===== src/rtl/btib_pkg.sv =====
// Package for the box track id binder: sizes, codes and shared types.
// Used by btib_ovl and box_track_id_binder_core; depends on nothing.
package btib_pkg;

  localparam int POOLS      = 8;
  localparam int MAX_DETECT = 16;
  localparam int COORD_BITS = 12;

  localparam int PIDX_W = (POOLS > 1) ? $clog2(POOLS) : 1;
  localparam int PCNT_W = $clog2(POOLS + 1);
  localparam int DIDX_W = (MAX_DETECT > 1) ? $clog2(MAX_DETECT) : 1;
  localparam int DCNT_W = $clog2(MAX_DETECT + 1);
  localparam int AREA_W = 2 * COORD_BITS;
  localparam int PROD_W = AREA_W + 8;
  localparam int NREP   = (POOLS < 8) ? POOLS : 8;

  localparam int ID_W   = 16;
  localparam int OUT_W  = 72;
  localparam int IN_W   = 64;
  localparam int BOX_W  = 12;
  localparam int OIDX_W = 3;

  localparam logic [1:0] CMD_ADD    = 2'd0;
  localparam logic [1:0] CMD_MATCH  = 2'd1;
  localparam logic [1:0] CMD_TICK   = 2'd2;
  localparam logic [1:0] CMD_LOOKUP = 2'd3;

  localparam logic [1:0] CFG_MUST   = 2'd0;
  localparam logic [1:0] CFG_MIN    = 2'd1;
  localparam logic [1:0] CFG_FILTER = 2'd2;
  localparam logic [1:0] CFG_HOLD   = 2'd3;

  localparam logic [1:0] TAG_OWNED   = 2'd0;
  localparam logic [1:0] TAG_UNOWNED = 2'd1;
  localparam logic [1:0] TAG_CLEARED = 2'd3;

  localparam logic [1:0] STAT_OWNED   = 2'd0;
  localparam logic [1:0] STAT_UNOWNED = 2'd1;
  localparam logic [1:0] STAT_EMPTY   = 2'd2;
  localparam logic [1:0] STAT_CLEARED = 2'd3;

  localparam logic [7:0] MUST_RESET   = 8'd128;
  localparam logic [7:0] MIN_RESET    = 8'd64;
  localparam logic [7:0] FILTER_RESET = 8'd32;
  localparam logic [7:0] HOLD_RESET   = 8'd10;

  typedef struct packed {
    logic [COORD_BITS-1:0] x0;
    logic [COORD_BITS-1:0] y0;
    logic [COORD_BITS-1:0] x1;
    logic [COORD_BITS-1:0] y1;
  } box_t;

  typedef struct packed {
    box_t            box;
    logic [ID_W-1:0] id;
  } det_t;

  typedef struct packed {
    logic pass;
    logic smaller;
  } ovl_res_t;

  function automatic logic [COORD_BITS-1:0] span(input logic [COORD_BITS-1:0] lo,
                                                 input logic [COORD_BITS-1:0] hi);
    return (hi > lo) ? (hi - lo) : '0;
  endfunction

endpackage


===== src/rtl/btib_ovl.sv =====
// Three-stage overlap test of one pool box against one detection box.
// Depends on btib_pkg; the spans, the areas and the scaled products are registered in turn.
module btib_ovl (
  input  logic                     clk,
  input  btib_pkg::box_t           pool,
  input  btib_pkg::box_t           det,
  input  logic [7:0]               must_ratio,
  input  logic [7:0]               min_ratio,
  input  logic [7:0]               filter_ratio,
  output btib_pkg::ovl_res_t       res
);

  logic [btib_pkg::COORD_BITS-1:0] pw, ph, dw, dh, iw, ih;
  logic [btib_pkg::AREA_W-1:0]     pa, da, ia;
  logic [btib_pkg::PROD_W-1:0]     ia8, must_pa, min_da, must_da, filter_pa;
  logic                            smaller;
  logic [btib_pkg::COORD_BITS-1:0] lx, ly, rx, ry;

  always_comb begin
    lx = (pool.x0 > det.x0) ? pool.x0 : det.x0;
    ly = (pool.y0 > det.y0) ? pool.y0 : det.y0;
    rx = (pool.x1 < det.x1) ? pool.x1 : det.x1;
    ry = (pool.y1 < det.y1) ? pool.y1 : det.y1;
  end

  always_ff @(posedge clk) begin
    pw <= btib_pkg::span(pool.x0, pool.x1);
    ph <= btib_pkg::span(pool.y0, pool.y1);
    dw <= btib_pkg::span(det.x0, det.x1);
    dh <= btib_pkg::span(det.y0, det.y1);
    iw <= btib_pkg::span(lx, rx);
    ih <= btib_pkg::span(ly, ry);

    pa <= btib_pkg::AREA_W'(pw * ph);
    da <= btib_pkg::AREA_W'(dw * dh);
    ia <= btib_pkg::AREA_W'(iw * ih);

    ia8       <= {ia, 8'd0};
    must_pa   <= btib_pkg::PROD_W'(must_ratio * pa);
    min_da    <= btib_pkg::PROD_W'(min_ratio * da);
    must_da   <= btib_pkg::PROD_W'(must_ratio * da);
    filter_pa <= btib_pkg::PROD_W'(filter_ratio * pa);
    smaller   <= (pa < da);
  end

  assign res.pass    = ((ia8 > must_pa) && (ia8 > min_da)) ||
                       ((ia8 > must_da) && (ia8 > filter_pa));
  assign res.smaller = smaller;

endmodule


===== config.mk =====
export PLATFORM = sky130hd
export DESIGN_NAME = btib_ovl
export DESIGN_NICKNAME = d
export VERILOG_FILES = /design/src/rtl/btib_pkg.sv /design/src/rtl/btib_ovl.sv
export SDC_FILE = /design/constraint.sdc
export NUM_CORES = 2
export LEC_CHECK = 0
export ABC_AREA = 1
export BUFFER_PORTS_ARGS = -buffer_cell sky130_fd_sc_hd__buf_4
export CAP_MARGIN = 15
export CORE_ASPECT_RATIO = 1.1
export CORE_MARGIN = 5
export CORE_UTILIZATION = 65
export CTS_CLUSTER_DIAMETER = 60
export DETAILED_ROUTE_END_ITERATION = 12
export PLACE_DENSITY = 0.82
export SLEW_MARGIN = 20
export SYNTH_ARGS = -nofsm -noshare
export SYNTH_HDL_FRONTEND = slang
export SYNTH_SLANG_ARGS = --single-unit

===== constraint.sdc =====
create_clock -name clk -period 5.2 [get_ports clk]
set_clock_uncertainty 0.05 [all_clocks]
set_input_delay 0.26 -clock clk [delete_from_list [all_inputs] [get_ports clk]]
set_output_delay 0.26 -clock clk [all_outputs]
set_load 0.05 [all_outputs]

==> flow_summary.rst <==
.. list-table::
   :header-rows: 1

   * - Metric
     - Value
   * - Result of the run
     - complete, no violations
   * - Count of warnings emitted by yosys
     - 0
   * - Number of clock buffers inserted by TritonCTS
     - 43
   * - Register share of total power
     - approximately an eighth
   * - Antenna violations before repair
     - 4
   * - First-pass GRT wire length
     - 245700 um
   * - Detailed-route wire length per cell
     - 16.18 um
   * - Relative area change from synthesis to final layout
     - 6.000%
   * - P_leak
     - 37.97 nW
   * - Kind of launch point of the worst setup path
     - flip-flop
   * - Initial cell density of the core
     - 65.39%
   * - P per Cell Area
     - 593.8 mW/mm2
   * - Via count of the first global-routing pass
     - 50310
   * - Power share of the clock group
     - roughly 8.5%
   * - Number of fill cells in the layout
     - 7391
   * - Min Tclk post-route
     - 4822 ps
   * - Count of flip-flops with a built-in enable after synthesis
     - 0
   * - Commonest register cell after synthesis
     - dfxtp_1
   * - Register-to-Register Setup Slack
     - around 380 ps
   * - Fraction of met2 tracks used by global routing
     - 55.08%
   * - Post-DP HPWL
     - 122600 um
   * - Insertion delay to the later sink of the worst-skew pair
     - 580 ps
   * - Setup crit end kind
     - flip-flop
   * - Met3 demand-to-capacity share in global routing
     - under 10%
   * - Fin nets
     - approximately 9500
   * - Clock input transition at the sequential cells of the worst setup and hold paths
     - ~60 ps
   * - Count of input and output buffers
     - 122
   * - Critical Path Fanout Max
     - 17
   * - Post-cts resize count
     - 0
   * - Remaining antenna violation count after routing
     - 0
   * - Max-Cap Viols
     - 0
   * - Total die area
     - about 0.093 mm2
   * - Cell internal pwr
     - 0.01544 W
   * - CTS tree
     - yes
   * - Commonest non-fill, non-tap cells in the layout
     - nand2_1 (2356), inv_1 (2155), fa_1 (834), ha_1 (631), dfxtp_1 (297)
   * - Average via count per standard cell
     - 5.271
   * - Flip-flop and latch count after synthesis
     - 297
   * - Largest vdd supply drop
     - between 500 and 600 uV
   * - Combinational fraction of design power
     - slightly below 80%
   * - Setup total negative slack
     - 0 ps
   * - Layout cell share with drive strength beyond 1
     - 4.833%
   * - Die X-Extent
     - 290.8 um
   * - Routability cong.
     - 0.9634
   * - Maximum number of pins on one net before global-route repair
     - 49
   * - Standard cell area after detailed placement
     - approximately 0.058 mm2
   * - Slew @ Worst Pin
     - approximately 1000 ps
   * - Final period utilization
     - between 90% and 100%
   * - Total number of H-tree levels
     - 2
   * - Switching part of the total power
     - between 50% and 60%
   * - Violation count after the first detailed-route iteration
     - 3263
   * - Hold slack final
     - a little under 50 ps
   * - Layer carrying the most global-route usage
     - met2
   * - Switching power of the nets
     - about 0.020 W
   * - Total Wirelength
     - 147500 um
   * - Async set-or-reset flop fraction in the synthesized netlist
     - 0%
   * - Met1 GRT Util
     - 40.60%
   * - Buffers from clock root to sink, at most
     - 3
   * - Worst path required time
     - 5620 ps
   * - Share of the yosys chip area belonging to registers
     - 10.54%
   * - Buffer cell driving the clock tree root
     - clkbuf_16
   * - Arrival @ worst endpoint
     - approximately 5200 ps
   * - Most frequent standard cell in the layout excluding fill and tap cells
     - nand2_1
   * - Global route total overflow
     - 0
   * - Drc violations
     - 0
   * - Final setup fails
     - 0
   * - DR pass1 iterations
     - 6
   * - CTS sink count
     - a little under 300
   * - Cell Rows
     - 113
   * - Worst hold path type
     - input pin to flip-flop
   * - Area of the mapped netlist
     - 0.05639 mm2
   * - Final hold violation count
     - 0
   * - Worst setup path class
     - flip-flop to flip-flop
   * - Post-route standard cell area excluding fillers
     - 0.05977 mm2
   * - GR Util All Layers
     - 32.09%
   * - Number of instances in the synthesized netlist
     - 7949
   * - Count of final max-slew check failures
     - 0
   * - Total number of vias
     - 48060
   * - Syn avg cell area
     - 7.094 um2
   * - Relative max-transition margin
     - around a third
   * - Vertical die dimension
     - between 300 and 400 um
   * - IO Count
     - approximately 120
   * - Placeable Area
     - approximately 0.086 mm2
   * - Setup repair after global routing missed its margin
     - no
   * - Syn Nets
     - between 9000 and 10000
   * - Number of distinct library cells after synthesis
     - 43
   * - Max Fclk
     - slightly above 200 MHz
==> cell usage after synthesis (35+ instances only) <==
master	n	area, um2
inv_1	2155	8089
fa_1	834	16700
ha_1	631	7895
nand3_1	268	1341
dfxtp_1	297	5946
o21bai_1	35	262.8
nor2_1	288	1081
xnor2_1	39	341.6
o21ai_0	95	475.5
nand2_1	2356	8843
clkbuf_1	231	867.1
a21oi_1	286	1431
nand4_1	56	350.3
xor2_1	93	814.5
==> metal layers <==
layer  vias to the layer above  routed length (um)
li1                      23180                   -
met1                     22770               59900
met2                      1708               69720
met3                       401                9969
met4                         2                7917
met5                         -                  17
==> timing repair <==
item | 4_1_cts | 5_1_grt
endpoints found under the setup margin | 0 | 0
setup buffers | 0 | 0
hold buffers | 4 | 0
hold endpoints to repair | 4 | 0
==> per-stage QoR <==
stage | worst slack [ps] | total power, W | utilization (%) | instances
after detailed placement | 438.1 | 0.03219 | 67.55 | 9035
after CTS | 429.0 | 0.03546 | 69.30 | 9116
after global placement | 544.9 | 0.03151 | 67.55 | 9035
final | 378.1 | 0.03549 | 69.31 | 9118
after floorplan | 748.1 | 0.02482 | - | 7949
after global routing | 67.66 | 0.03974 | 69.31 | 9118
==> area by class of cell <==
class	instances	area, um2	area share (%)
Inverter	2160	8108	13.56
Sequential cell	297	5946	9.947
Clock buffer	55	1234	2.064
Multi-Input combinational cell	5235	41310	69.12
Tap cell	1150	1439	2.407
Clock inverter	22	241.5	0.4040
Antenna cell	2	5.005	0.008373
Timing Repair Buffer	197	1489	2.491
==> cells by family after synthesis <==
| kind of cell | Yosys count | share of synthesized area (%) |
|---|---|---|
| xor+xnor | 132 | 2.050 |
| flops | 297 | 10.54 |
| buf+inv | 2417 | 16.19 |
| compound gates | 535 | 5.392 |
| fa+ha+maj | 1465 | 43.61 |
| simple gates | 3103 | 22.21 |
==> power groups by stage <==
stage          registers, W  logic, W  clock network [W]
2_1_floorplan       0.00359    0.0212                  0
4_1_cts             0.00432    0.0281            0.00307
5_1_grt             0.00443    0.0321            0.00317
6_report            0.00435    0.0281            0.00301
3_3_place_gp        0.00433    0.0272                  0
3_5_place_dp        0.00436    0.0278                  0
==> state kept, by name, summed over array words and instances, names as in the netlist, 12 cells and up <==
| name | cells |
|---|---|
| da | 24 |
| ih | 12 |
| ph | 12 |
| must_da | 32 |
| ia8 | 24 |
| min_da | 32 |
| must_pa | 32 |
| dh | 12 |
| filter_pa | 32 |
| ia | 24 |
| dw | 12 |
| pw | 12 |
| iw | 12 |
| pa | 24 |
==> worst max-delay path, stage by stage (launching register included) <==
cell and delay [ps]:
dfxtp_1 990, nand2_1 180, fa_1 480, fa_1 480
inv_1 60, fa_1 570, fa_1 420, ha_1 350
a21oi_1 360, o21ai_0 140, nand2_1 70, nand3b_1 200
nand2_1 160, nand2_1 70, nand2_1 60, nand2_1 60
==> final timing paths <==
check,cells after the start,end,from
max,15,must_da[22]$_DFF_P_,da[4]$_DFF_P_
min,3,filter_pa[0]$_DFF_P_,filter_ratio[0]
max reg2reg,15,must_da[22]$_DFF_P_,da[4]$_DFF_P_
min reg2reg,0,ia8[20]$_DFF_P_,ia[12]$_DFF_P_
(Power assumes the default switching activity.)
